File: config.mk
export PLATFORM = sky130hd
export DESIGN_NAME = swd_host_transfer_engine
export DESIGN_NICKNAME = d
export VERILOG_FILES = /design/src/hw/rtl/swdhte_pkg.sv /design/src/hw/rtl/swd_host_transfer_engine.sv
export SDC_FILE = /design/constraint.sdc
export NUM_CORES = 1
export LEC_CHECK = 0
export BUFFER_PORTS_ARGS = -buffer_cell sky130_fd_sc_hd__buf_4
export CELL_PAD_IN_SITES_DETAIL_PLACEMENT = 2
export CELL_PAD_IN_SITES_GLOBAL_PLACEMENT = 2
export CORE_ASPECT_RATIO = 0.9
export CORE_UTILIZATION = 36
export CTS_CLUSTER_DIAMETER = 30
export DETAILED_ROUTE_END_ITERATION = 10
export PLACE_DENSITY = 0.82
export SYNTH_ARGS = -nofsm -noshare
export SYNTH_HDL_FRONTEND = slang
export SYNTH_SLANG_ARGS = --single-unit
File: constraint.sdc
create_clock -name i_clk -period 14.2 [get_ports i_clk]
set_clock_uncertainty 0.05 [all_clocks]
set_input_delay 1.42 -clock i_clk [delete_from_list [all_inputs] [get_ports i_clk]]
set_output_delay 1.42 -clock i_clk [all_outputs]
set_load 0.005 [all_outputs]
File: src/hw/rtl/swdhte_pkg.sv
`default_nettype none

package swdhte_pkg;

    // Sequencer phases
    typedef enum logic [3:0] {
        PH_IDLE  = 4'd0,
        PH_ONES1 = 4'd1,
        PH_KEY   = 4'd2,
        PH_ONES2 = 4'd3,
        PH_ZERO  = 4'd4,
        PH_REQ   = 4'd5,
        PH_ACK   = 4'd6,
        PH_WDATA = 4'd7,
        PH_WPAR  = 4'd8,
        PH_RDATA = 4'd9,
        PH_RPAR  = 4'd10
    } t_phase;

    // Completion status codes
    typedef enum logic [1:0] {
        ST_OK      = 2'd0,
        ST_NO_ACK  = 2'd1,
        ST_PAR_ERR = 2'd2
    } t_status;

    // Register map (word index)
    localparam logic REG_HALF_PERIOD = 1'b0;
    localparam logic REG_RETRY_LIMIT = 1'b1;

    localparam logic [15:0] SWITCH_KEY     = 16'hE79E;
    localparam logic [2:0]  ACK_OK         = 3'b001;
    localparam logic [4:0]  CONNECT_FIELDS = 5'h12;   // DP read, address 0

    localparam int IN_W  = 40;
    localparam int OUT_W = 40;

    // Bit slots per phase
    function automatic logic [6:0] phase_len(input t_phase ph);
        logic [6:0] len;
        case (ph)
            PH_ONES1: len = 7'd64;
            PH_KEY:   len = 7'd16;
            PH_ONES2: len = 7'd64;
            PH_ZERO:  len = 7'd8;
            PH_REQ:   len = 7'd8;
            PH_ACK:   len = 7'd3;
            PH_WDATA: len = 7'd32;
            PH_WPAR:  len = 7'd1;
            PH_RDATA: len = 7'd32;
            PH_RPAR:  len = 7'd1;
            default:  len = 7'd0;
        endcase
        return len;
    endfunction

    // Request byte: start, APnDP, RnW, A2, A3, parity, stop, park
    function automatic logic [7:0] request_byte(input logic [4:0] rf);
        logic par;
        par = rf[0] ^ rf[1] ^ rf[2] ^ rf[3];
        return {1'b1, 1'b0, par, rf[3], rf[2], rf[1], rf[0], 1'b1};
    endfunction

endpackage

`default_nettype wire

File: src/hw/rtl/swd_host_transfer_engine.sv
`default_nettype none

// Pin-level SWD host sequencer. Each transfer on the input stream is one system
// tick: it carries the command request and the sampled data-line level, and
// yields exactly one output transfer with the clock, data and drive-enable pin
// levels for that tick plus busy/done/status and the last read word. The
// engine takes one transfer per clock cycle into a single output register,
// and the input stalls only while that register holds a result the sink has
// not taken. The pin clock toggles each time the tick count reaches the
// half-period register (zero acts as one); transfers add turnarounds and
// retries as needed. Configuration writes go through the APB port only while
// the engine is idle; the user must ensure this, the block does not enforce it.
module swd_host_transfer_engine (
    input  wire logic                i_clk,
    input  wire logic                i_rst_n,
    // tdata: start_req[0], ap_select[1], read_select[2], address_bits[4:3],
    //        write_data[36:5], swdio_sample[37], zero pad[39:38]
    input  wire logic                i_s_axis_tvalid,
    output logic                     o_s_axis_tready,
    input  wire logic [swdhte_pkg::IN_W-1:0] i_s_axis_tdata,
    // tuser: cmd[0]
    input  wire logic                i_s_axis_tuser,
    output logic                     o_m_axis_tvalid,
    input  wire logic                i_m_axis_tready,
    // tdata: clock_level[0], data_out[1], data_drive[2], busy_res[3],
    //        done_res[4], status[6:5], read_data[38:7], zero pad[39]
    output logic [swdhte_pkg::OUT_W-1:0] o_m_axis_tdata,
    input  wire logic                psel,
    input  wire logic                penable,
    input  wire logic                pwrite,
    input  wire logic [2:0]          paddr,
    input  wire logic [31:0]         pwdata,
    output logic [31:0]              prdata,
    output logic                     pready
);
    import swdhte_pkg::*;

    // Configuration
    logic [7:0]  r_half_period;
    logic [3:0]  r_retry_limit;

    // Sequencer state
    t_phase      r_phase,          n_phase;
    logic [6:0]  r_bit_count,      n_bit_count;
    logic [31:0] r_shift_word,     n_shift_word;
    logic [3:0]  r_tries_left,     n_tries_left;
    logic [7:0]  r_tick_count,     n_tick_count;
    logic        r_line_reading,   n_line_reading;
    logic        r_clock_high,     n_clock_high;
    logic [4:0]  r_request_fields, n_request_fields;
    logic [31:0] r_captured_word,  n_captured_word;
    logic [2:0]  r_ack_bits,       n_ack_bits;
    logic        r_last_level,     n_last_level;
    t_status     r_last_status,    n_last_status;

    // Output register
    logic              r_out_valid;
    logic [OUT_W-1:0]  r_out_data, n_out_data;

    logic        accept;
    logic        cfg_wr;
    logic [7:0]  half_eff;
    logic [7:0]  req_byte;
    logic        want_read, turn, drive, drv_bit, sample;
    logic        out_clk, out_dout, out_drive, out_busy, out_done;

    // Input fields
    logic        in_start, in_ap, in_read;
    logic [1:0]  in_addr;
    logic [31:0] in_wdata;

    assign in_start = i_s_axis_tdata[0];
    assign in_ap    = i_s_axis_tdata[1];
    assign in_read  = i_s_axis_tdata[2];
    assign in_addr  = i_s_axis_tdata[4:3];
    assign in_wdata = i_s_axis_tdata[36:5];
    assign sample   = i_s_axis_tdata[37];

    assign o_s_axis_tready = !r_out_valid || i_m_axis_tready;
    assign accept          = i_s_axis_tvalid && o_s_axis_tready;
    assign o_m_axis_tvalid = r_out_valid;
    assign o_m_axis_tdata  = r_out_data;

    // APB register access
    assign pready = 1'b1;
    assign cfg_wr = psel && penable && pwrite && pready;

    always_comb begin
        case (paddr[2])
            REG_HALF_PERIOD: prdata = {24'd0, r_half_period};
            REG_RETRY_LIMIT: prdata = {28'd0, r_retry_limit};
            default:         prdata = 32'd0;
        endcase
    end

    always_ff @(posedge i_clk) begin
        if (!i_rst_n) begin
            r_half_period <= 8'd1;
            r_retry_limit <= 4'd15;
        end else if (cfg_wr) begin
            case (paddr[2])
                REG_HALF_PERIOD: r_half_period <= pwdata[7:0];
                REG_RETRY_LIMIT: r_retry_limit <= pwdata[3:0];
                default: ;
            endcase
        end
    end

    assign half_eff = (r_half_period == 8'd0) ? 8'd1 : r_half_period;

    // One tick of the sequencer
    always_comb begin
        n_phase          = r_phase;
        n_bit_count      = r_bit_count;
        n_shift_word     = r_shift_word;
        n_tries_left     = r_tries_left;
        n_tick_count     = r_tick_count;
        n_line_reading   = r_line_reading;
        n_clock_high     = r_clock_high;
        n_request_fields = r_request_fields;
        n_captured_word  = r_captured_word;
        n_ack_bits       = r_ack_bits;
        n_last_level     = r_last_level;
        n_last_status    = r_last_status;
        want_read        = 1'b0;
        turn             = 1'b0;
        drive            = 1'b0;
        drv_bit          = 1'b0;
        out_done         = 1'b0;

        // command launch
        if (r_phase == PH_IDLE && in_start) begin
            if (i_s_axis_tuser) begin
                n_request_fields = CONNECT_FIELDS;
                n_phase          = PH_ONES1;
            end else begin
                n_request_fields = {1'b0, in_addr, in_read, in_ap};
                n_phase          = PH_REQ;
            end
            n_shift_word = in_wdata;
            n_bit_count  = 7'd0;
            n_tick_count = 8'd0;
            n_clock_high = 1'b0;
            n_ack_bits   = 3'd0;
            n_tries_left = (r_retry_limit == 4'd0) ? 4'd1 : r_retry_limit;
        end

        req_byte = request_byte(n_request_fields);

        if (n_phase == PH_IDLE) begin
            out_clk   = n_clock_high;
            out_dout  = n_last_level;
            out_drive = !n_line_reading;
            out_busy  = 1'b0;
        end else begin
            want_read = (n_phase == PH_ACK) || (n_phase == PH_RDATA) || (n_phase == PH_RPAR);
            turn      = want_read != n_line_reading;
            drive     = !want_read && !turn;

            // bit the host places on the line this slot
            case (n_phase)
                PH_ONES1, PH_ONES2: drv_bit = 1'b1;
                PH_KEY:   drv_bit = SWITCH_KEY[n_bit_count[3:0]];
                PH_REQ:   drv_bit = req_byte[n_bit_count[2:0]];
                PH_WDATA: drv_bit = n_shift_word[n_bit_count[4:0]];
                PH_WPAR:  drv_bit = ^n_shift_word;
                default:  drv_bit = 1'b0;
            endcase

            if (turn)
                n_last_level = 1'b1;
            else if (drive)
                n_last_level = drv_bit;

            out_clk   = n_clock_high;
            out_dout  = n_last_level;
            out_drive = drive;
            out_busy  = 1'b1;

            n_tick_count = n_tick_count + 8'd1;
            if (n_tick_count >= half_eff) begin
                n_tick_count = 8'd0;
                if (!n_clock_high) begin
                    // sample at the end of the low half
                    if (want_read && !turn) begin
                        if (n_phase == PH_ACK)
                            n_ack_bits = n_ack_bits | (3'(sample) << n_bit_count[1:0]);
                        else if (n_phase == PH_RDATA)
                            n_shift_word = n_shift_word | (32'(sample) << n_bit_count[4:0]);
                        else
                            n_ack_bits = {2'b00, sample};
                    end
                    n_clock_high = 1'b1;
                end else begin
                    n_clock_high = 1'b0;
                    if (turn) begin
                        n_line_reading = want_read;
                    end else begin
                        n_bit_count = n_bit_count + 7'd1;
                        if (n_bit_count >= phase_len(n_phase)) begin
                            n_bit_count = 7'd0;
                            case (n_phase)
                                PH_ONES1: n_phase = PH_KEY;
                                PH_KEY:   n_phase = PH_ONES2;
                                PH_ONES2: n_phase = PH_ZERO;
                                PH_ZERO:  n_phase = PH_REQ;
                                PH_REQ: begin
                                    n_phase    = PH_ACK;
                                    n_ack_bits = 3'd0;
                                end
                                PH_ACK: begin
                                    if (n_ack_bits != ACK_OK) begin
                                        // failed attempt on acknowledge
                                        if (n_tries_left != 4'd0)
                                            n_tries_left = n_tries_left - 4'd1;
                                        if (n_tries_left == 4'd0) begin
                                            n_last_status = ST_NO_ACK;
                                            n_phase       = PH_IDLE;
                                            n_clock_high  = 1'b1;
                                            out_done      = 1'b1;
                                        end else begin
                                            n_phase = PH_REQ;
                                        end
                                    end else if (n_request_fields[1]) begin
                                        n_phase      = PH_RDATA;
                                        n_shift_word = 32'd0;
                                    end else begin
                                        n_phase = PH_WDATA;
                                    end
                                end
                                PH_WDATA: n_phase = PH_WPAR;
                                PH_RDATA: n_phase = PH_RPAR;
                                PH_RPAR: begin
                                    n_captured_word = n_shift_word;
                                    if ((^n_shift_word) == n_ack_bits[0]) begin
                                        n_last_status = ST_OK;
                                        n_phase       = PH_IDLE;
                                        n_clock_high  = 1'b1;
                                        out_done      = 1'b1;
                                    end else if (n_request_fields[0]) begin
                                        // AP read parity error retries
                                        if (n_tries_left != 4'd0)
                                            n_tries_left = n_tries_left - 4'd1;
                                        if (n_tries_left == 4'd0) begin
                                            n_last_status = ST_PAR_ERR;
                                            n_phase       = PH_IDLE;
                                            n_clock_high  = 1'b1;
                                            out_done      = 1'b1;
                                        end else begin
                                            n_phase = PH_REQ;
                                        end
                                    end else begin
                                        n_last_status = ST_PAR_ERR;
                                        n_phase       = PH_IDLE;
                                        n_clock_high  = 1'b1;
                                        out_done      = 1'b1;
                                    end
                                end
                                default: begin
                                    // write parity slot and unused codes complete OK
                                    n_last_status = ST_OK;
                                    n_phase       = PH_IDLE;
                                    n_clock_high  = 1'b1;
                                    out_done      = 1'b1;
                                end
                            endcase
                        end
                    end
                end
            end
        end

        n_out_data = {1'b0, n_captured_word, n_last_status, out_done, out_busy,
                      out_drive, out_dout, out_clk};
    end

    // State registers, advanced once per accepted transfer
    always_ff @(posedge i_clk) begin
        if (!i_rst_n) begin
            r_phase          <= PH_IDLE;
            r_bit_count      <= 7'd0;
            r_shift_word     <= 32'd0;
            r_tries_left     <= 4'd0;
            r_tick_count     <= 8'd0;
            r_line_reading   <= 1'b0;
            r_clock_high     <= 1'b1;
            r_request_fields <= 5'd0;
            r_captured_word  <= 32'd0;
            r_ack_bits       <= 3'd0;
            r_last_level     <= 1'b1;
            r_last_status    <= ST_OK;
        end else if (accept) begin
            r_phase          <= n_phase;
            r_bit_count      <= n_bit_count;
            r_shift_word     <= n_shift_word;
            r_tries_left     <= n_tries_left;
            r_tick_count     <= n_tick_count;
            r_line_reading   <= n_line_reading;
            r_clock_high     <= n_clock_high;
            r_request_fields <= n_request_fields;
            r_captured_word  <= n_captured_word;
            r_ack_bits       <= n_ack_bits;
            r_last_level     <= n_last_level;
            r_last_status    <= n_last_status;
        end
    end

    // Output register
    always_ff @(posedge i_clk) begin
        if (!i_rst_n) begin
            r_out_valid <= 1'b0;
        end else if (accept) begin
            r_out_valid <= 1'b1;
        end else if (i_m_axis_tready) begin
            r_out_valid <= 1'b0;
        end
    end

    always_ff @(posedge i_clk) begin
        if (accept) begin
            r_out_data <= n_out_data;
        end
    end

endmodule

`default_nettype wire
# Yosys cells after proc, flatten, opt, wreduce, memory -nomap -nowiden
# Memories as Yosys holds them, arrays and structs flattened.
# Cells that the tools add are included.
# Widths: inputs -> output; s select.
totals:
  reg_bits: 151
  romBits: 112
  in_bits: 83
  output_inout_bits: 75
  elab_cells: 201
  n_memories: 2
memory_table:
  columns: ["name", "words", "width", "read_ports", "rd_ports_with_merged_regs", "write_ports", "line", "text"]
  rows:
  - ["(name not given)", 16, 6, 1, 0, 0, "swdhte_pkg.sv:41", "case (ph)"]
  - ["(name not given)", 16, 1, 1, 0, 0, "swd_host_transfer_engine.sv:163", "PH_KEY: drv_bit = SWITCH_KEY[n_bit_count[3:0]];"]
classes:
  add_sub_neg: 3
  n_lt_le_gt_ge: 5
  eq_ne: 13
  shifts: 2
  mux: 122
  n_bitwise: 9
  reduce_logical: 28
ops:
  columns: ["op", "n"]
  rows:
  - ["$mux 32", 18]
  - ["$mux 4", 38]
  - ["$mux 7", 10]
  - ["$pmux 32 s2", 1]
  - ["$mux 3", 13]
  - ["$pmux 4 s9", 1]
  - ["$mux 8", 4]
  - ["$or 32x32->32", 1]
  - ["$reduce_xor 32->1", 1]
  - ["$shl 1x5->32", 1]
  - ["$mux 1", 21]
  - ["$logic_not 4->1", 5]
  - ["$mux 2", 10]
  - ["$eq 4x3->1 const B", 4]
  - ["$eq 4x4->1 const B", 3]
  - ["$add 8x1->8 const B", 1]
  - ["$eq 4x2->1 const B", 2]
  - ["$ge 8x8->1", 1]
  - ["$logic_not 8->1", 1]
  - ["$pmux 4 s2", 1]
  - ["$add 7x1->7 const B", 1]
  - ["$ge 7x7->1", 1]
  - ["$reduce_or 7->1", 1]
  - ["$logic_and 1x1->1", 6]
  - ["other kinds (25)", 36]

# Depth between registers and ports, before layout
# Gate-level depths: netlist of run 1.
logic_depth:
  word_depth: 27
  ltp_mapped: 23

# Least setup slack after synthesis of run 1
# Ideal clock, no wire load.
synth_timing:
  path_type: "in2reg"
  start: "in i_s_axis_tdata[0] (netlist bit)"
  end: "reg r_shift_word[6]"
  setup_time_ps: 196
  arrival_time_ps: 5375
  required_ps: 13954
  setup_slack_ps: 8579
  path_stages: 22
  n_path_buf: 6
  cell_sequence: "clkbuf_1 > nand2_1 > clkbuf_1 > clkbuf_1 > clkbuf_1 > and2_1 > ha_1 > nand3_1 > xor2_1 > nor2_1 > ha_1 > o21a_1 > o211ai_1 > o211a_1 > o31a_1 > or4_4 > buf_4 > nor2_4 > buf_2 > nor2_1 > a21oi_1 > a21oi_1"
synth_between:
  elab_chain_len: 13
synth_rtl:
  columns: ["item", "line", "text"]
  rows:
  - ["start, declared", "swd_host_transfer_engine.sv:20", "input wire logic [swdhte_pkg::IN_W-1:0] i_s_axis_tdata,"]
  - ["$logic_and 1x1->1 (*)", "swd_host_transfer_engine.sv:132", "if (r_phase == PH_IDLE && in_start) begin"]
  - ["$mux 4", "swd_host_transfer_engine.sv:132", null]
  - ["$mem_v2 16x6", null, null]
  - ["$mux 7", "swd_host_transfer_engine.sv:196", "if (turn) begin"]
  - ["$mux 7", "swd_host_transfer_engine.sv:183", "if (!n_clock_high) begin"]
  - ["$mux 7", "swd_host_transfer_engine.sv:181", "if (n_tick_count >= half_eff) begin"]
  - ["$mux 7", "swd_host_transfer_engine.sv:150", "if (n_phase == PH_IDLE) begin"]
  - ["$ge 7x7->1", "swd_host_transfer_engine.sv:200", "if (n_bit_count >= phase_len(n_phase)) begin"]
  - ["$mux 32", "swd_host_transfer_engine.sv:200", null]
  - ["$mux 32", "swd_host_transfer_engine.sv:196", null]
  - ["$mux 32", "swd_host_transfer_engine.sv:183", null]
  - ["$mux 32", "swd_host_transfer_engine.sv:181", null]
  - ["$mux 32 (*)", "swd_host_transfer_engine.sv:150", null]
  - ["end signal, assigned", "swd_host_transfer_engine.sv:295", "r_shift_word <= n_shift_word;"]
  - ["end, declared", "swd_host_transfer_engine.sv:45", "logic [31:0] r_shift_word, n_shift_word;"]
# Mark *: on every way between the ends. The rest lies on a longest branch, timed or not. The select of a mux whose other input is x is not followed.
# A chain may end at the register's enable or synchronous reset.

# Worst setup path after layout of run 1
layout_timing:
  start: "in i_s_axis_tdata[0] (netlist bit)"
  end: "reg r_shift_word[2]"
# Same word-level chain as after synthesis.

==> key figures, run 1 <==
Status
  – Status: complete, no violations

Logic synthesis
  – Cells after synthesis: 1,108
  – Register area share after synthesis: 0.372
  – Avg Inst Size Synth: 8.29 um^2
  – Synth async-reset ratio: 0
  – #FFs+latches synth: 151
  – Synth warn: 0
  – Main synth FF type: dfxtp_1
  – Netlist cell types: between 70 and 80
  – Post-synth EDFFs: 39
  – Mapped cell area: 9190 um^2

Critical path
  – R2R cell count: 19
  – CP Data Required Time: 14.43 ns
  – Worst R2R End: r_shift_word[2]$_SDFFE_PN0P_
  – Crit path capture type: register
  – Reg-to-reg startpoint: r_phase[0]$_SDFFE_PN0P_
  – FF-to-FF setup slack: 8.01 ns
  – Critical path type: in2reg
  – Kind of start point of the critical path: input pin
  – CP max FO: 34
  – Worst EP arrival: 6.49 ns

GRT
  – Grt ovf: 0
  – Initial antenna violation count: 0
  – Global-route wire length before repair: roughly 53 mm
  – Largest net degree at the start of global routing: 91
  – Vias in the first global route: 9,239
  – GRT Overall Usage: 0.262

Power and ir drop
  – PD cells: 113 nW/um^2
  – VDD IR max: just under 0.00007 V
  – Leak: 3.93 nW
  – Final Power: 1.20 mW

Clocking
  – CTS Buf Count: 17
  – CTS HTree Levels: 4
  – Clock Latency Late Sink: 0.44 ns
  – Clock-pin slew on the worst setup and hold paths: approximately 0.07 ns
  – CTS Sinks: around 150
  – Setup Buffers After CTS: 0
  – Cts repair resizes: 0
  – Hold buffer count at CTS: 0
  – CTS tree: yes
  – Clock Tree Buf Depth: 2
  – Clk root buf: clkbuf_16

Cells and area
  – ANT cells: 0
  – Layout cells sized above 1: 0.144
  – Most frequent cells in the layout: nor2_1 (160), buf_4 (114), a21oi_1 (112), dfxtp_1 (112), nand2_1 (93)
  – Fin nets: 1,272
  – Sequential cell area: 3410 um^2
  – Multi-input combinational cell area: 5280 um^2
  – Synth-to-layout area growth: 15.8%
  – FILL cells: 2,865
  – Most common cell after layout, fill and taps aside: nor2_1
  – Final Util: 0.424

STA
  – Setup violations, final: 0
  – Fin. Hold Viols: 0
  – Slew @ Worst Pin: between 1 and 1.5 ns
  – Post-route minimum period: approximately 6.3 ns
  – TNS Setup: 0 ns
  – Relative slew slack: 0.149
  – Fmax: 160 MHz
  – RSZ-0062 raised after global routing: no
  – Final Max Slew Viols: 0
  – Post-route clock period utilization: 0.441

Placed design
  – IO buf count: 103
  – Post-DP HPWL: 23.6 mm
  – GPL Wtd Cong: 0.831

Detailed routing
  – Residual DRC: 0
  – Vias per cell: 5.76
  – 1st-pass router iterations: 5
  – WL per Instance: 22.2 um
  – Routed Antenna Nets: 0
  – Via Count: approximately 8,800
  – Drt total wl: 33.8 mm
  – DRT iter0 DRCs: ~460

Floorplan
  – Die area: between 20,000 and 30,000 um^2
  – Starting density of the core: 0.366
  – Die Wd: between 150 and 200 um
  – FP Rows: 55
  – Die height: 154 um
  – Io pins: 158
  – Core ar.: roughly 25,000 um^2

Worst hold path
  – Hold Path Depth: 2
  – Min-Delay Startpoint: r_half_period[7]$_SDFFE_PN0P_
  – Hold endpoint: r_half_period[7]$_SDFFE_PN0P_
  – HP Class: reg2reg

Run
  – Max-Cap Viols: 0
## state kept, by name, summed over array words and instances (netlist names), 2 cells and up
| register | flops |
|---|---|
| r_bit_count | 7 |
| r_ack_bits | 3 |
| r_last_status | 2 |
| r_shift_word | 32 |
| r_captured_word | 32 |
| o_m_axis_tdata | 39 |
| r_tick_count | 8 |
| r_retry_limit | 4 |
| r_request_fields | 4 |
| r_tries_left | 4 |
| r_half_period | 8 |
| r_phase | 4 |
## cells by family (layout without fill, tap and decap cells)
kind of cell    Yosys count  count (layout)  share of synthesized area
simple gates            375             375                      0.186
compound gates          312             312                      0.208
flops                   151             151                      0.372
buf+inv                 122             173                     0.0636
xor+xnor                 73              73                     0.0711
mux                      54              54                     0.0729
fa+ha+maj                19              19                     0.0259
other cells               2              26                   0.000818
## routing by layer
layer	part of all wire	track usage
met1	0.45	0.340
met4	0.019	0.0849
met3	0.048	0.0417
met5	0	0
met2	0.48	0.441
## cell type report
type / count / area share
inverter: 27 / 0.00964
sequential: 151 / 0.321
timing repair buffer: 114 / 0.0804
tap: 342 / 0.0402
clock buffer: 18 / 0.0403
multi-input combinational: 859 / 0.496
clock inverter: 14 / 0.0125
## through the flow
stage,hold WS [ns],worst slack (ns),instances,area [um^2]
floorplan,0.386,8.58,1132,9280
global placement,0.395,7.91,1493,10100
detailed placement,0.406,7.73,1493,10100
CTS,0.416,8.05,1525,10600
global route,0.436,7.65,1525,10600
finish,0.413,7.94,1525,10600
## synth_stat cells, drive strengths merged, types with 7 or more instances
cell    count  area (um^2)
a211oi     38          285
a21oi     112          561
a22oi      23          173
a31oi       7         43.8
and2        7         43.8
and3       10         62.6
buf        46          299
clkbuf     49          184
dfxtp     112         2240
edfxtp     39         1170
ha         19          238
inv        26         97.6
mux2i      41          410
mux4       10          225
nand2      93          349
nand2b      9         56.3
nand3      34          170
nand4      11         68.8
nor2      164          641
nor3       16         91.3
o21ai      78          390
xnor2      60          526
xor2       12          105
## where the power goes
part | switching, mW | leakage (nW) | internal, mW
Clock | 0.220 | 0.270 | 0.232
Combinational | 0.169 | 2.35 | 0.103
Sequential | 0.0184 | 1.30 | 0.457
Total | 0.407 | 3.93 | 0.792
## worst max-delay path by stage
stage	slack, ns	start	end	cells past startpoint
after global routing	7.65	i_s_axis_tdata[0]	r_phase[3]$_SDFFE_PN0P_	18
final	7.94	i_s_axis_tdata[0]	r_shift_word[2]$_SDFFE_PN0P_	19
after CTS	8.05	i_s_axis_tdata[0]	r_captured_word[7]$_SDFFE_PN0P_	19
after detailed placement	7.73	i_s_axis_tdata[0]	r_captured_word[7]$_SDFFE_PN0P_	19
after global placement	7.91	i_s_axis_tdata[0]	o_m_axis_tdata[26]$_DFFE_PP_	18
after floorplan	8.58	i_s_axis_tdata[0]	r_shift_word[6]$_SDFFE_PN0P_	22
## worst max-delay path, stage by stage
cell	delay, ns
buf_4	0.16
nand2_1	0.09
buf_4	0.39
nand2_1	0.23
inv_1	0.16
ha_1	0.30
nand3_1	0.22
or3_1	0.44
a21oi_1	0.26
ha_1	0.22
nor3_1	0.09
and2_1	0.17
nand4_1	0.08
nand3_1	0.40
or4_4	0.72
nor2_4	0.50
nor2_2	0.25
a22oi_1	0.27
nor2_1	0.06
Note: power is estimated with default switching activity, not from simulation.
==> inputs of run 2 (changes only) <==
- CORE_UTILIZATION: 36 -> 34
- PLACE_DENSITY: 0.82 -> 0.77
- clock period: 14.2 -> 6.5 ns (I/O delays scaled with it)
==> run 2 against run 1 <==
Effect of this change: via count grew 1.6%; first-iteration DRC count grew 14%; sequential share of layout area shrank 0.52 points; flip-flop and latch count is the same; critical endpoint unchanged; largest cell class unchanged; highest routed layer unchanged.
==> key figures, run 2 (synthesis gave the netlist of run 1 again) <==
Floorplan
  – Io pins: 158 (unchanged)
  – FP Rows: 56 (+1.8%)
  – Die area: 27,700 um^2 (+5.8%)
  – Core ar.: 26,300 um^2 (+4.6%)
  – Starting density of the core: 0.350 (-0.0161)
  – Die Wd: 175 um (+2.9%)
  – Die height: 158 um (+2.9%)

GRT
  – Largest net degree at the start of global routing: 65 (-29%)
  – Grt ovf: 0 (unchanged)
  – Vias in the first global route: 9,260 (+0.23%)
  – Initial antenna violation count: 0 (unchanged)
  – Global-route wire length before repair: 53.8 mm (+2.0%)
  – GRT Overall Usage: 0.253 (-0.00861)

Detailed routing
  – Vias per cell: 5.77 (+0.20%)
  – Routed Antenna Nets: 0 (unchanged)
  – Residual DRC: 0 (unchanged)
  – 1st-pass router iterations: 5 (unchanged)
  – Drt total wl: 34.8 mm (+2.9%)
  – WL per Instance: 22.5 um (+1.5%)
  – Via Count: 8,919 (+1.6%)
  – DRT iter0 DRCs: 528 (+14%)

Cells and area
  – Max reg flops: 39 (unchanged)
  – Most frequent cells in the layout: nor2_1 (160), buf_4 (127), a21oi_1 (112), dfxtp_1 (112), nand2_1 (93)
  – Fin nets: 1,287 (+1.2%)
  – Synth-to-layout area growth: 17.7%
  – Sequential cell area: 3410 um^2 (unchanged)
  – Most common cell after layout, fill and taps aside: nor2_1
  – Final std cells w/o fill: 1,546 (+1.4%)
  – Layout cells sized above 1: 0.154 (+0.0107)
  – Multi-input combinational cell area: 5280 um^2 (unchanged)
  – ANT cells: 0 (unchanged)
  – FILL cells: 2,977 (+3.9%)

Clocking
  – Hold buffer count at CTS: 0 (unchanged)
  – Clock Latency Late Sink: 0.44 ns (about the same)
  – CTS HTree Levels: 4 (unchanged)
  – CTS Buf Count: 17 (unchanged)
  – Cts repair resizes: 0 (unchanged)
  – Setup Buffers After CTS: 0 (unchanged)
  – CTS tree: yes
  – Clock Tree Buf Depth: 2 (unchanged)
  – CTS Sinks: 151 (unchanged)
  – Clock-pin slew on the worst setup and hold paths: 0.07 ns (about the same)
  – Clk root buf: clkbuf_16

Power and ir drop
  – VDD IR max: 0.000152 V (+120%)
  – Leak: 4.02 nW (+2.4%)
  – PD cells: 250 nW/um^2 (+120%)

Critical path
  – Worst EP arrival: 5.41 ns (-1.08 ns)
  – Crit path capture type: register
  – CP max FO: 19 (-44%)
  – CP Data Required Time: 6.73 ns (-7.70 ns)
  – Critical path type: reg2reg
  – Kind of start point of the critical path: register

STA
  – Post-route minimum period: 5.18 ns
  – Fmax: 193 MHz
  – Relative slew slack: 0.317 (+0.168)
  – Slew @ Worst Pin: 1.02 ns (-0.244 ns)
  – Fin. Hold Viols: 0 (unchanged)
  – RSZ-0062 raised after global routing: no
  – TNS Setup: 0 ns (unchanged)
  – Post-route clock period utilization: 0.796
  – Final Max Slew Viols: 0 (unchanged)
  – Setup violations, final: 0 (unchanged)
  – Fin Hold WS: 0.393 ns (-0.0200 ns)

Placed design
  – Post-DP HPWL: 24.0 mm (+1.8%)
  – Placed cells: 1,514 (+1.4%)
  – IO buf count: 103 (unchanged)
  – GPL Wtd Cong: 0.797 (-4.0%)

Run
  – Max-Cap Viols: 0 (unchanged)

Worst hold path
  – HP Class: in2reg

Status
  – Status: complete, no violations
[run 2: cell count changes in the layout (fill, tap and decap cells not counted), sizes merged]
cell	previous run	this run
buf	114	129
clkinv	5	2
bufinv	0	2
clkinvlp	2	3
[run 2: metal layers]
metal,wire [um],vias to the layer above,global-route usage
met5,0,-,0
met4,723,0,0.0799
met3,1510,45,0.0370
met2,16400,256,0.426
met1,16100,4553,0.334
li1,-,4065,-
[run 2: worst paths after layout]
kind	start	end	slack, ns	cells past startpoint
worst min register to register	r_half_period[4]$_SDFFE_PN0P_	r_half_period[4]$_SDFFE_PN0P_	0.41	2
worst max register to register	r_phase[2]$_SDFFE_PN0P_	r_shift_word[2]$_SDFFE_PN0P_	1.32	19
worst min-delay path	pwdata[0]	r_half_period[0]$_SDFFE_PN1P_	0.39	3
worst max-delay path	r_phase[2]$_SDFFE_PN0P_	r_shift_word[2]$_SDFFE_PN0P_	1.32	19
[run 2: metrics by stage]
step                worst slack, ns   util  total power, mW  area [um^2]
finish                         1.32  0.412             2.70        10800
global route                   1.07  0.412             2.80        10800
CTS                            1.39  0.412             2.71        10800
detailed placement             1.39  0.389             1.66        10200
global placement               1.43  0.389             1.64        10200
floorplan                      1.65      -             1.44         9280
[run 2: power by group]
group	switching [mW]	internal [mW]
combinational	0.388	0.234
clock	0.470	0.578
sequential	0.0347	0.999
[run 2: layout make-up]
| type | count | area share |
|---|---|---|
| clock buffers | 18 | 0.0397 |
| clock inverters | 14 | 0.0150 |
| inverters | 27 | 0.00949 |
| multi-input cells | 859 | 0.488 |
| flip-flops and latches | 151 | 0.316 |
| well taps | 348 | 0.0403 |
| repair buffers | 129 | 0.0919 |
[run 2: worst max-delay path: stages, from the launching register on]
cell,delay (ns)
dfxtp_1,0.32
buf_4,0.23
nor4_2,0.07
nand2_1,0.33
nand2_1,0.29
inv_1,0.20
ha_1,0.28
nand3_1,0.21
or3_1,0.41
a21oi_1,0.26
ha_1,0.23
nor3_1,0.09
and2_1,0.16
nand4_1,0.08
nand3_1,0.13
or4_4,0.60
nor2_4,0.50
nor2_2,0.26
a22oi_1,0.23
nor2_1,0.07
==> inputs of run 3 (changes only) <==
- ABC_AREA: not set -> 1
- CORE_UTILIZATION: 34 -> 28
- PLACE_DENSITY: 0.77 -> 0.73
- clock period: 6.5 -> 4.4 ns (I/O delays scaled with it)
==> run 3 against run 2 <==
Effect of this change: design area increased by 14%; critical path type unchanged; count of clock-buffer cells in the layout unchanged; global-route usage decreased by 1.4 points; utilization decreased by 7.0 points; flip-flop and latch count unchanged; via count increased by 30%; clock power increased by 50%; synthesized cell count increased by 47%; die area increased by 36%.
==> key figures, run 3 <==
Clocking
  – Clk root buf: clkbuf_16
  – CTS Buf Count: 17 (unchanged)
  – Clock Tree Buf Depth: 2 (unchanged)
  – Hold buffer count at CTS: 0 (unchanged)
  – CTS tree: yes
  – Clock Latency Late Sink: 0.45 ns (about the same)
  – CTS Sinks: 151 (unchanged)
  – CTS HTree Levels: 4 (unchanged)
  – Clock-pin slew on the worst setup and hold paths: 0.07 ns (about the same)

Critical path
  – CP max stage cell: ha_1
  – Critical path buffers and inverters: 6 (+4)
  – CP max FO: 27 (+8)
  – Crit path capture type: register
  – CP top delay family: simple AND/OR/NAND/NOR gates
  – Worst EP arrival: 4.34 ns (-1.07 ns)
  – CP Data Required Time: 4.55 ns (-2.18 ns)
  – Kind of start point of the critical path: register
  – Critical path type: reg2reg
  – Worst path max stage delay: 0.38 ns (-0.22 ns)
  – Critical-path cell list: nor2_4 > nand3_4 > buf_4 > nor2_1 > o21bai_1 > inv_2 > nor2_1 > nand2_1 > ha_1 > a21oi_1 > o21a_1 > nand3_2 > inv_2 > nor3_4 > buf_4 > clkbuf_16 > or2_2 > o21ai_1 > inv_1

Logic synthesis
  – Post-synthesis compound-gate area fraction: 0.218 (+0.0104)
  – Post-synth top cells: nand2_1 (511), inv_1 (185), a21oi_1 (172)
  – Main synth FF type: dfxtp_1
  – Adder-Cell Fraction of Synth Area: 0.0231 (-0.00281)
  – Synth warn: 0 (unchanged)
  – Yosys top cell area share: 0.218 (-0.0265)
  – Multiplexer share of the synthesized area: 0 (-0.0729)
  – Simple-gate area share of the yosys netlist: 0.293 (+0.106)
  – Avg Inst Size Synth: 6.31 um^2 (-24%)
  – Area contributors post-synth: dfxtp_1 (22%), nand2_1 (19%), edfxtp_1 (11%)
  – Register area share after synthesis: 0.331 (-0.0403)
  – Synth area leader: dfxtp_1
  – Largest family of logic cells by synthesized area: simple AND/OR/NAND/NOR gates
  – Most common cell in the synthesized netlist: nand2_1
  – Mapped cell area: 10,300 um^2 (+12%)
  – #FFs+latches synth: 151 (unchanged)
  – Synth async-reset ratio: 0 (unchanged)
  – Cells after synthesis: 1,634 (+47%)
  – XOR/XNOR Fraction of Synth Area: 0.00850 (-0.0626)
  – Post-synth EDFFs: 39 (unchanged)
  – Netlist cell types: 45 (-39%)

Status
  – Status: complete, no violations

Power and ir drop
  – Final Power: 6.14 mW (+130%)
  – Leak: 5.79 nW (+44%)
  – PD cells: 497 nW/um^2 (+99%)
  – VDD IR max: 0.000223 V (+47%)

GRT
  – Largest net degree at the start of global routing: 67 (+3.1%)
  – GRT Overall Usage: 0.239 (-0.0143)
  – Grt ovf: 0 (unchanged)
  – Initial antenna violation count: 2 (+2)
  – Vias in the first global route: 12,100 (+31%)
  – Global-route wire length before repair: 68.8 mm (+28%)

Cells and area
  – Fin nets: 1,832 (+42%)
  – Most common cell after layout, fill and taps aside: nand2_1
  – Final Cell Area: 12,400 um^2 (+14%)
  – Layout cells sized above 1: 0.137 (-0.0173)
  – Synth-to-layout area growth: 19.9%
  – Most frequent cells in the layout: nand2_1 (509), inv_1 (183), a21oi_1 (172), o21ai_0 (161), buf_4 (154)
  – Max reg flops: 39 (unchanged)

Detailed routing
  – DRT iter0 DRCs: 652 (+23%)
  – Residual DRC: 0 (unchanged)
  – WL per Instance: 20.2 um (-10%)
  – Drt total wl: 44.8 mm (+29%)
  – Vias per cell: 5.23 (-9.3%)
  – Routed Antenna Nets: 0 (unchanged)
  – 1st-pass router iterations: 5 (unchanged)
  – Via Count: 11,600 (+30%)

Worst hold path
  – HP Class: in2reg

Floorplan
  – Die height: 184 um (+16%)
  – Die area: 37,600 um^2 (+36%)
  – Core ar.: 36,200 um^2 (+38%)
  – FP Rows: 66 (+18%)
  – Die Wd: 204 um (+17%)
  – Starting density of the core: 0.285 (-0.0647)
  – Io pins: 158 (unchanged)

STA
  – Final Max Slew Viols: 0 (unchanged)
  – Post-route clock period utilization: 0.952 (+0.156)
  – Post-route minimum period: 4.19 ns (-0.987 ns)
  – Slew @ Worst Pin: 0.902 ns (-0.121 ns)
  – Setup violations, final: 0 (unchanged)
  – Setup ws final: 0.211 ns (-1.11 ns)
  – Relative slew slack: 0.398 (+0.0807)
  – TNS Setup: 0 ns (unchanged)
  – Fin. Hold Viols: 0 (unchanged)
  – Fmax: 239 MHz (+24%)

Placed design
  – Post-DP HPWL: 32.8 mm (+37%)
  – Post-Place Setup Slack: 0.00647 ns (-1.38 ns)
  – Placed instance area: 11,700 um^2 (+14%)
  – GPL Wtd Cong: 0.912 (+14%)
  – IO buf count: 103 (unchanged)

Run
  – Max-Cap Viols: 0 (unchanged)
run 3: worst reg2reg max path, delay by kind of cell, from the launching register on:
kind | cells | cell delay (ns)
DFF | 1 | 0.37
buffers and inverters | 6 | 0.90
AOI/OAI and AO/OA | 4 | 0.64
adders and majority gates | 1 | 0.38
and+or+nand+nor | 8 | 1.61
run 3: logic make-up (layout without fill, tap and decap cells):
kind of cell | count (synthesis) | after routing
XOR/XNOR | 10 | 10
AND/OR/NAND/NOR | 715 | 715
adder cells (fa/ha/maj) | 19 | 19
buffers and inverters | 307 | 392
other | 2 | 28
flip-flops | 151 | 151
AO/OA/AOI/OAI | 430 | 430
run 3: what timing repair did:
action / CTS / global route
hold endpoints to repair: 0 / 0
buffers inserted: 0 / 2
cloned: 0 / 1
endpoints found under the setup margin: 2 / 97
gates resized for setup: 1 / 11
pin swaps: 0 / 2
run 3: metal layers:
metal | global-route usage | share of wire | vias up
li1 | - | - | 5518
met5 | 0 | 0 | -
met3 | 0.0337 | 0.058 | 50
met1 | 0.328 | 0.47 | 5773
met4 | 0.0779 | 0.021 | 0
met2 | 0.382 | 0.45 | 275
run 3: power by group:
part           internal, mW  switching (mW)  total (mW)  leakage, nW
Combinational         0.847            2.03        2.87         4.19
Clock                 0.865           0.716        1.58        0.295
Sequential             1.58          0.0998        1.68         1.31
run 3: cell type report:
class                   instances  area [um^2]
inverters                     200          759
repair buffers                160         1260
clock inverters                14          179
flip-flops and latches        151         3420
well taps                     476          596
fillers                      4445        23800
multi-input cells            1200         5710
diodes                          2         5.00
clock buffers                  18          429
run 3: path summary, 6_finish.rpt:
check             slack [ns]                             to  cells after the start                          from
hold / removal          0.17  r_retry_limit[1]$_SDFFE_PN1P_                      3                     pwdata[1]
setup / recovery        0.21   o_m_axis_tdata[16]$_DFFE_PP_                     19       r_phase[0]$_SDFFE_PN0P_
setup reg to reg        0.21   o_m_axis_tdata[16]$_DFFE_PP_                     19       r_phase[0]$_SDFFE_PN0P_
hold reg to reg         0.42   r_tries_left[2]$_SDFFE_PN0P_                      2  r_tries_left[2]$_SDFFE_PN0P_
run 3: through the flow:
step | util | hold WS, ns | std cells
floorplan | - | 0.391 | 1658
global placement | 0.322 | 0.401 | 2184
detailed placement | 0.322 | 0.411 | 2184
CTS | 0.339 | 0.166 | 2216
global route | 0.341 | 0.180 | 2219
finish | 0.341 | 0.173 | 2221
